<file path="src/rtl/rwsc_pkg.sv">
`timescale 1ns / 1ps
// ----------------------------------------------------------------------------
// rwsc_pkg
// Shared types, codes and helpers for the Reno window sender control block.
// ----------------------------------------------------------------------------
package rwsc_pkg;

    // widths of the sequence space, congestion window, duplicate count, timer and config port
    localparam int SEQ_BITS  = 16;
    localparam int CWND_BITS = 10;
    localparam int DUP_BITS  = 3;
    localparam int TMR_BITS  = 32;
    localparam int CFG_IDX_BITS = 2;
    localparam int CFG_DATA_BITS = 32;

    localparam logic [CWND_BITS-1:0] CWND_MAX = {CWND_BITS{1'b1}};
    localparam logic [DUP_BITS-1:0]  DUP_LIMIT = DUP_BITS'(3);
    localparam logic [DUP_BITS-1:0]  DUP_MAX   = {DUP_BITS{1'b1}};
    localparam logic [TMR_BITS-1:0]  TMR_MAX   = {TMR_BITS{1'b1}};
    localparam logic [CWND_BITS-1:0] FAST_RTX_EXTRA = CWND_BITS'(3);

    // reset values of the registers
    localparam logic [CWND_BITS-1:0] RST_WIN_LIMIT    = CWND_BITS'(10);
    localparam logic [CWND_BITS-1:0] RST_INIT_THRESH  = CWND_BITS'(16);
    localparam logic [TMR_BITS-1:0]  RST_TIMEOUT      = TMR_BITS'(5000);

    // register indexes
    localparam logic [CFG_IDX_BITS-1:0] CFG_WIN_LIMIT    = 2'd0;
    localparam logic [CFG_IDX_BITS-1:0] CFG_INIT_THRESH  = 2'd1;
    localparam logic [CFG_IDX_BITS-1:0] CFG_TIMEOUT      = 2'd2;

    // command codes
    localparam logic [1:0] CMD_SEND = 2'd0;
    localparam logic [1:0] CMD_ACK  = 2'd1;
    localparam logic [1:0] CMD_TICK = 2'd2;

    // resend kinds
    localparam logic [1:0] RESEND_NONE   = 2'd0;
    localparam logic [1:0] RESEND_OLDEST = 2'd1;
    localparam logic [1:0] RESEND_ALL    = 2'd2;

    // status codes
    localparam logic [1:0] ST_OK       = 2'd0;
    localparam logic [1:0] ST_BAD_ACK  = 2'd1;
    localparam logic [1:0] ST_REFUSED  = 2'd2;

    typedef enum logic [1:0] {
        PH_SLOW  = 2'd0,
        PH_AVOID = 2'd1,
        PH_RECOV = 2'd2
    } t_phase;

    typedef struct packed {
        logic [1:0]          command;
        logic [SEQ_BITS-1:0] ack_seq;
        logic                ack_valid;
    } t_in_item;

    typedef struct packed {
        logic                 send_granted;
        logic [SEQ_BITS-1:0]  send_seq;
        logic [1:0]           resend_kind;
        logic [SEQ_BITS-1:0]  resend_from;
        logic [CWND_BITS-1:0] resend_count;
        logic [CWND_BITS-1:0] released_count;
        logic [CWND_BITS-1:0] window_now;
        logic [CWND_BITS-1:0] threshold_now;
        logic [1:0]           phase_now;
        logic [SEQ_BITS-1:0]  base_now;
        logic [1:0]           status;
    } t_out_item;

    // live configuration seen by the core
    typedef struct packed {
        logic [CWND_BITS-1:0] win_limit;
        logic [TMR_BITS-1:0]  timeout_ticks;
    } t_cfg;

    // window grows by one, saturating
    function automatic logic [CWND_BITS-1:0] cwnd_inc(input logic [CWND_BITS-1:0] w);
        return (w == CWND_MAX) ? w : w + CWND_BITS'(1);
    endfunction

    // window never drops below one
    function automatic logic [CWND_BITS-1:0] cwnd_clamp(input logic [CWND_BITS-1:0] w);
        return (w == '0) ? CWND_BITS'(1) : w;
    endfunction

endpackage

</file>
<file path="src/rtl/rwsc_cfg_regs.sv">
`timescale 1ns / 1ps
// ----------------------------------------------------------------------------
// rwsc_cfg_regs
// Configuration register file: decodes writes to the window cap and timeout.
// ----------------------------------------------------------------------------
module rwsc_cfg_regs (
    input  logic                                i_clk,
    input  logic                                i_rst_n,
    input  logic                                i_cfg_we,
    input  logic [rwsc_pkg::CFG_IDX_BITS-1:0]   i_cfg_index,
    input  logic [rwsc_pkg::CFG_DATA_BITS-1:0]  i_cfg_wdata,
    output rwsc_pkg::t_cfg                      o_cfg
);
    import rwsc_pkg::*;

    logic [CWND_BITS-1:0] r_win_limit;
    logic [TMR_BITS-1:0]  r_timeout;

    // register writes; the initial threshold only matters at reset, and reset
    // also restores it, so a write to it has no lasting effect
    always_ff @(posedge i_clk) begin
        if (!i_rst_n) begin
            r_win_limit <= RST_WIN_LIMIT;
            r_timeout   <= RST_TIMEOUT;
        end else if (i_cfg_we) begin
            unique case (i_cfg_index)
                CFG_WIN_LIMIT: r_win_limit <= i_cfg_wdata[CWND_BITS-1:0];
                CFG_TIMEOUT:   r_timeout   <= i_cfg_wdata[TMR_BITS-1:0];
                default: ;
            endcase
        end
    end

    assign o_cfg.win_limit     = r_win_limit;
    assign o_cfg.timeout_ticks = r_timeout;

endmodule

</file>
<file path="src/rtl/rwsc_core.sv">
`timescale 1ns / 1ps
// ----------------------------------------------------------------------------
// rwsc_core
// Sender state and per-event update: grants, ack handling, Reno window
// control and the retransmit timer.
// ----------------------------------------------------------------------------
module rwsc_core (
    input  logic                i_clk,
    input  logic                i_rst_n,
    input  logic                i_fire,
    input  rwsc_pkg::t_in_item  i_item,
    input  rwsc_pkg::t_cfg      i_cfg,
    output rwsc_pkg::t_out_item o_result
);
    import rwsc_pkg::*;

    logic [CWND_BITS-1:0] r_cwnd,  n_cwnd;
    logic [CWND_BITS-1:0] r_ssth,  n_ssth;
    t_phase               r_phase, n_phase;
    logic [SEQ_BITS-1:0]  r_base,  n_base;
    logic [SEQ_BITS-1:0]  r_next,  n_next;
    logic [DUP_BITS-1:0]  r_dup,   n_dup;
    logic [CWND_BITS-1:0] r_step,  n_step;
    logic [TMR_BITS-1:0]  r_timer, n_timer;

    logic [SEQ_BITS-1:0]  outstanding;
    logic [SEQ_BITS-1:0]  offset;
    logic [SEQ_BITS-1:0]  ack_next;
    logic [CWND_BITS-1:0] cwnd_up;
    logic [CWND_BITS-1:0] half_cwnd;
    logic [CWND_BITS-1:0] step_up;
    logic [DUP_BITS-1:0]  dup_up;
    logic [TMR_BITS-1:0]  timer_up;
    t_out_item            res;

    // shared distances and saturating increments
    always_comb begin
        outstanding = r_next - r_base;
        offset      = i_item.ack_seq - r_base;
        ack_next    = i_item.ack_seq + SEQ_BITS'(1);
        cwnd_up     = cwnd_inc(r_cwnd);
        half_cwnd   = r_cwnd >> 1;
        step_up     = (r_step == CWND_MAX) ? r_step : r_step + CWND_BITS'(1);
        dup_up      = (r_dup == DUP_MAX) ? r_dup : r_dup + DUP_BITS'(1);
        timer_up    = (r_timer == TMR_MAX) ? r_timer : r_timer + TMR_BITS'(1);
    end

    // next state and result for one event
    always_comb begin
        n_cwnd  = r_cwnd;
        n_ssth  = r_ssth;
        n_phase = r_phase;
        n_base  = r_base;
        n_next  = r_next;
        n_dup   = r_dup;
        n_step  = r_step;
        n_timer = r_timer;
        res     = '0;

        unique case (i_item.command)
            CMD_SEND: begin
                if ((outstanding < SEQ_BITS'(r_cwnd)) &&
                    (outstanding < SEQ_BITS'(i_cfg.win_limit))) begin
                    res.send_granted = 1'b1;
                    res.send_seq     = r_next;
                    if (outstanding == '0) begin
                        n_timer = '0;
                    end
                    n_next = r_next + SEQ_BITS'(1);
                end else begin
                    res.status = ST_REFUSED;
                end
            end
            CMD_ACK: begin
                if (!i_item.ack_valid) begin
                    res.status = ST_BAD_ACK;
                end else if (offset < outstanding) begin
                    // new ack: grow the window by phase, or leave recovery at the threshold
                    unique case (r_phase)
                        PH_SLOW: begin
                            n_cwnd = cwnd_up;
                            if (cwnd_up >= r_ssth) begin
                                n_phase = PH_AVOID;
                            end
                        end
                        PH_AVOID: begin
                            n_step = step_up;
                            if (step_up >= r_cwnd) begin
                                n_step = '0;
                                n_cwnd = cwnd_up;
                            end
                        end
                        default: begin
                            n_cwnd  = cwnd_clamp(r_ssth);
                            n_phase = PH_AVOID;
                            n_step  = '0;
                        end
                    endcase
                    res.released_count = offset[CWND_BITS-1:0] + CWND_BITS'(1);
                    n_base = ack_next;
                    n_dup  = '0;
                    if (ack_next != r_next) begin
                        n_timer = '0;
                    end
                end else begin
                    // duplicate ack
                    if (r_phase == PH_RECOV) begin
                        n_cwnd = cwnd_up;
                    end
                    n_dup = dup_up;
                    if (dup_up == DUP_LIMIT) begin
                        if (r_phase != PH_RECOV) begin
                            n_phase = PH_RECOV;
                            n_ssth  = half_cwnd;
                            n_cwnd  = cwnd_clamp(half_cwnd + FAST_RTX_EXTRA);
                        end
                        if (outstanding != '0) begin
                            res.resend_kind  = RESEND_OLDEST;
                            res.resend_from  = r_base;
                            res.resend_count = CWND_BITS'(1);
                        end
                    end
                end
            end
            CMD_TICK: begin
                if (outstanding != '0) begin
                    n_timer = timer_up;
                    if (timer_up >= i_cfg.timeout_ticks) begin
                        n_dup   = '0;
                        n_ssth  = half_cwnd;
                        n_cwnd  = CWND_BITS'(1);
                        n_phase = PH_SLOW;
                        n_timer = '0;
                        res.resend_kind  = RESEND_ALL;
                        res.resend_from  = r_base;
                        res.resend_count = outstanding[CWND_BITS-1:0];
                    end
                end
            end
            default: ;
        endcase

        res.window_now    = n_cwnd;
        res.threshold_now = n_ssth;
        res.phase_now     = n_phase;
        res.base_now      = n_base;
    end

    // state registers, updated once per processed event
    always_ff @(posedge i_clk) begin
        if (!i_rst_n) begin
            r_cwnd  <= CWND_BITS'(1);
            r_ssth  <= RST_INIT_THRESH;
            r_phase <= PH_SLOW;
            r_base  <= '0;
            r_next  <= '0;
            r_dup   <= '0;
            r_step  <= '0;
            r_timer <= '0;
        end else if (i_fire) begin
            r_cwnd  <= n_cwnd;
            r_ssth  <= n_ssth;
            r_phase <= n_phase;
            r_base  <= n_base;
            r_next  <= n_next;
            r_dup   <= n_dup;
            r_step  <= n_step;
            r_timer <= n_timer;
        end
    end

    assign o_result = res;

endmodule

</file>
<file path="src/rtl/reno_window_sender_control_top.sv">
`timescale 1ns / 1ps
// ----------------------------------------------------------------------------
// reno_window_sender_control_top
// Go-back-N sender control with Reno congestion control: input register,
// single-pass event update, result register.
// ----------------------------------------------------------------------------
// flow: an accepted event loads the input register, then the result register
//   loads from it once the result stage is free
// throughput: one event per cycle; the state update is one pass of logic
//   between the input register and the result register; a stalled result
//   holds the input stage and drops the input ready only when both are full
// reset: synchronous active low; window 1, threshold 16, slow start, base and
//   next sequence 0, registers back to their reset values, both stages empty
module reno_window_sender_control_top (
    input  logic                                i_clk,
    input  logic                                i_rst_n,
    input  logic                                i_in_valid,
    output logic                                o_in_ready,
    input  rwsc_pkg::t_in_item                  i_in_item,
    output logic                                o_out_valid,
    input  logic                                i_out_ready,
    output rwsc_pkg::t_out_item                 o_out_item,
    input  logic                                i_cfg_we,
    input  logic [rwsc_pkg::CFG_IDX_BITS-1:0]   i_cfg_index,
    input  logic [rwsc_pkg::CFG_DATA_BITS-1:0]  i_cfg_wdata
);
    import rwsc_pkg::*;

    t_cfg      cfg;
    t_out_item result;
    logic      r_s1_valid;
    t_in_item  r_s1_item;
    logic      r_out_valid;
    t_out_item r_out_item;
    logic      out_free;
    logic      s1_fire;

    rwsc_cfg_regs u_cfg (
        .i_clk       (i_clk),
        .i_rst_n     (i_rst_n),
        .i_cfg_we    (i_cfg_we),
        .i_cfg_index (i_cfg_index),
        .i_cfg_wdata (i_cfg_wdata),
        .o_cfg       (cfg)
    );

    rwsc_core u_core (
        .i_clk    (i_clk),
        .i_rst_n  (i_rst_n),
        .i_fire   (s1_fire),
        .i_item   (r_s1_item),
        .i_cfg    (cfg),
        .o_result (result)
    );

    // pipeline flow control
    assign out_free   = !r_out_valid || i_out_ready;
    assign s1_fire    = r_s1_valid && out_free;
    assign o_in_ready = !r_s1_valid || out_free;

    // input stage
    always_ff @(posedge i_clk) begin
        if (!i_rst_n) begin
            r_s1_valid <= 1'b0;
        end else if (o_in_ready) begin
            r_s1_valid <= i_in_valid;
        end
    end

    always_ff @(posedge i_clk) begin
        if (o_in_ready && i_in_valid) begin
            r_s1_item <= i_in_item;
        end
    end

    // result stage
    always_ff @(posedge i_clk) begin
        if (!i_rst_n) begin
            r_out_valid <= 1'b0;
        end else if (out_free) begin
            r_out_valid <= r_s1_valid;
        end
    end

    always_ff @(posedge i_clk) begin
        if (s1_fire) begin
            r_out_item <= result;
        end
    end

    assign o_out_valid = r_out_valid;
    assign o_out_item  = r_out_item;

endmodule

</file>
<file path="config.mk">
export PLATFORM = sky130hd
export DESIGN_NAME = reno_window_sender_control_top
export DESIGN_NICKNAME = d
export VERILOG_FILES = /design/src/rtl/rwsc_pkg.sv /design/src/rtl/rwsc_cfg_regs.sv /design/src/rtl/rwsc_core.sv /design/src/rtl/reno_window_sender_control_top.sv
export SDC_FILE = /design/constraint.sdc
export NUM_CORES = 1
export LEC_CHECK = 0
export ABC_CLOCK_PERIOD_IN_PS = 8600
export CAP_MARGIN = 20
export CORE_MARGIN = 10
export CORE_UTILIZATION = 44
export CTS_BUF_LIST = sky130_fd_sc_hd__clkbuf_8
export DETAILED_ROUTE_END_ITERATION = 16
export DONT_BUFFER_PORTS = 1
export GPL_ROUTABILITY_DRIVEN = 0
export GPL_TIMING_DRIVEN = 1
export PLACE_DENSITY_LB_ADDON = 0.3
export SYNTH_ARGS = -nofsm -noshare
export SYNTH_HDL_FRONTEND = slang
export SYNTH_SLANG_ARGS = --single-unit
</file>
<file path="constraint.sdc">
create_clock -name i_clk -period 8.6 [get_ports i_clk]
set_clock_uncertainty 0.15 [all_clocks]
set_input_delay 2.15 -clock i_clk [delete_from_list [all_inputs] [get_ports i_clk]]
set_output_delay 2.15 -clock i_clk [all_outputs]
set_load 0.02 [all_outputs]
</file>
==> flow_summary_export.csv <==
group,metric,value,unit
clock_network,clk-insertion-delay-late,630,ps
placed_design,portBuffers,0,
power,p_leak,6.92,nW
placed_design,place_hpwl,34500,um
layout,final_nets,1962,
hold_path,hold-path-endpoint,"u_cfg.r_timeout[13]$_SDFFE_PN0P_",
sta,clock.fmax,162,MHz
drt,firstDrtPassIters,5,
hold_path,min_from,"u_cfg.r_timeout[13]$_SDFFE_PN0P_",
setup_path,r2r-end,"u_core.r_step[3]$_SDFFE_PN0P_",
die,die_w,211,um
setup_path,worstReg2RegStart,"r_s1_item[1]$_DFFE_PP_",
grt,grt_antenna_before_repair,3,
logic_synthesis,synth-xor-area-share,0.0579,
setup_path,startpoint_type,"register",
logic_synthesis,ys_ff_latch,257,
hold_path,worstHoldPathCells,2,
sta,rsz0062_at_grt,"no",
sta,maxSlewHeadroom,0.265,
drt,wirelength,46400,um
logic_synthesis,ys_seq_area_frac,0.392,
clock_network,post_cts_buffers,0,
layout,layout-drive-gt1-share,0.0624,
die,fp-row-count,69,
setup_path,r2r_slack,2420,ps
clock_network,cts_resized,0,
die,die_h,211,um
clock_network,clkSinkCount,257,
logic_synthesis,synthArstFlopShare,0,
logic_synthesis,synth_cell_type_count,93,
grt,grt_pass1_wl,73500,um
clock_network,postCtsHoldBufs,0,
logic_synthesis,synth-simple-area-share,0.199,
sta,drv_slew,0,
logic_synthesis,synth-compound-area-share,0.194,
drt,postRouteAntennaNets,0,
layout,layout_commonest_cell,"nand2_1",
clock_network,numCtsBuffers,45,
clock_network,cts.clk_slew.worst_paths,70,ps
power,clkPwrFrac,0.355,
drt,drc,0,
power,power,2.94,mW
placed_design,dp.cells,2186,
logic_synthesis,synth_top_family_by_area,"simple AND/OR/NAND/NOR gates",
sta,setup_viol,0,
run_status,status,"complete, no violations",
clock_network,cts_root_buf,"clkbuf_8",
layout,layout_common_cells,"nand2_1, dfxtp_1, inv_1, nor2_1, ha_1",
logic_synthesis,syn_area_per_cell,8.94,um2
drt,via_per_inst,5.92,
setup_path,path_max_fanout,33,
grt,overflow,0,
power,seq_power_share,0.468,
sta,fin_crit_sh,0.719,
setup_path,cp.arrival,6560,ps
grt,grt_pass1_vias,12813,
setup_path,reg2reg_depth,25,
power,cellPowerDensity,170,mW/mm2
run,maxCapViolCount,0,
hold_path,hold_class,"reg2reg",
placed_design,place_area,0.0164,mm2
setup_path,worst_ep_required_time,8980,ps
setup_path,setup.worst_path.class,"reg2reg",
drt,vias,13451,
logic_synthesis,synthTopCellsByArea,"edfxtp_1, dfxtp_1, ha_1",
die,die-area,0.0445,mm2
logic_synthesis,synth_top_area_cell,"edfxtp_1",
clock_network,h-tree-depth,2,
sta,tns,0,ps
sta,fin_crit,6180,ps
logic_synthesis,synth_nets,1980,
power,p_comb_frac,0.177,
logic_synthesis,synthFlopType,"dfxtp_1",
layout,final_area,0.0173,mm2
drt,drt_iter0_drc,1362,
logic_synthesis,syn_inst,1793,
layout,syn_to_final_growth,7.91,%
grt,grt_max_degree,57,
clock_network,ctsLongestPathBuffers,3,
power,vdd_drop_max,0.0910,mV
power,p_sw_frac,0.316,
logic_synthesis,netlist_area,0.0160,mm2
logic_synthesis,yosys_warnings,0,
power,p_int,2.01,mW
grt,track_usage,0.206,
setup_path,crit_path_end_kind,"register",
layout,fin_cells,2273,
logic_synthesis,synth.area.mux_share,0.00656,
sta,tightest_slew,1090,ps
die,initial_core_util,0.448,
power,power_switching,0.930,mW
logic_synthesis,synth-edff-count,114,
layout,antennaDiodeCount,0,
clock_network,tritoncts,"yes",
logic_synthesis,synth_adder_area_share,0.102,
drt,wl_per_cell,20.4,um
sta,hold_viol_final,0,
logic_synthesis,synth_top_area_frac,0.214,
die,coreArea,0.0357,mm2
die,ios,155,
-- state kept, by name, summed over array words and instances (netlist names), 3 cells and up --
name	cells
o_out_item	95
r_s1_item	19
u_cfg.r_timeout	32
u_cfg.r_win_limit	10
u_core.r_base	16
u_core.r_cwnd	10
u_core.r_dup	3
u_core.r_next	16
u_core.r_ssth	10
u_core.r_step	10
u_core.r_timer	32
-- cells in the mapped netlist (all sizes together) (6+ instances only) --
master and number:
o21ai 77, o22ai 9, inv 117, a211o 16, mux2i 6, a22o 40
nand4 34, nor4 9, nor2b 17, dfxtp 143, a2111oi 7, xor2 37
clkbuf 64, edfxtp 114, ha 127, a211oi 25, nand2 202, a21oi 115
o211ai 26, and2 45, nor2 135, nand3 55, o31ai 6, nand2b 17
nor3 39, a21o 34, or2 7, nor3b 13, o21a 14, or3 7
o2111ai 6, and3 35, xnor2 69, buf 16, a31oi 17
-- worst max-delay path, cell delays in order (launching register included) --
cell and delay, ps:
edfxtp_1 520, inv_1 120, ha_1 170, inv_1 60, fa_1 390, a21o_1 190, a21oi_1 230, o21bai_1 90
a21oi_1 210, o21ai_0 150, nand3_1 120, a31oi_1 110, a21o_1 200, a21oi_1 170, xnor2_1 150, ha_1 270
a21oi_1 130, nor2b_1 70, nor3_1 470, o2111ai_4 360, buf_16 280, nor2_2 80, buf_4 320, and2_0 670
a31oi_1 190, a31oi_1 190
-- worst max-delay path by stage --
stage	startpoint	endpoint	slack [ps]	cells past startpoint
CTS	r_s1_item[1]$_DFFE_PP_	u_core.r_step[3]$_SDFFE_PN0P_	2340	24
floorplan	i_out_ready	u_core.r_ssth[0]$_SDFFE_PN0P_	1840	7
global route	r_s1_item[1]$_DFFE_PP_	u_core.r_step[3]$_SDFFE_PN0P_	1830	25
global placement	r_s1_item[1]$_DFFE_PP_	u_core.r_step[2]$_SDFFE_PN0P_	2560	24
finish	r_s1_item[1]$_DFFE_PP_	u_core.r_step[3]$_SDFFE_PN0P_	2420	25
detailed placement	r_s1_item[1]$_DFFE_PP_	u_core.r_step[3]$_SDFFE_PN0P_	2380	24
-- logic make-up after synthesis --
kind of cell    count (synthesis)
buf+inv                       199
simple gates                  640
compound gates                451
mux                            10
fa+ha+maj                     130
flops                         257
xor+xnor                      106
-- power by group through the flow --
stage / clock network (mW) / logic (mW) / registers [mW]
after floorplan: 0 / 0.372 / 1.39
after global placement: 0 / 0.489 / 1.40
after detailed placement: 0 / 0.505 / 1.40
after CTS: 1.07 / 0.508 / 1.38
after global routing: 1.13 / 0.582 / 1.38
final: 1.04 / 0.521 / 1.38
-- layout make-up --
cell class / count / area [um2]
clock buffers: 47 / 647
multi-input cells: 1337 / 8990
fillers: 3436 / 18400
flip-flops and latches: 257 / 6290
inverters: 119 / 449
well taps: 461 / 577
repair buffers: 15 / 173
clock inverters: 37 / 166
-- per-stage QoR --
step	utilization	hold slack (ps)	worst slack, ps
2_1_floorplan	-	286	1840
3_3_place_gp	0.459	295	2560
4_1_cts	0.482	305	2340
3_5_place_dp	0.459	298	2380
6_report	0.484	303	2420
5_1_grt	0.484	324	1830
-- per-layer routing --
| layer | GRT usage | share of wire | vias up |
|---|---|---|---|
| met2 | 0.303 | 0.42 | 548 |
| met4 | 0.0634 | 0.024 | 6 |
| met5 | 0 | 0.00078 | - |
| met3 | 0.0629 | 0.099 | 96 |
| met1 | 0.284 | 0.45 | 6333 |
| li1 | - | - | 6468 |
Note: power is estimated with default switching activity, not from simulation.
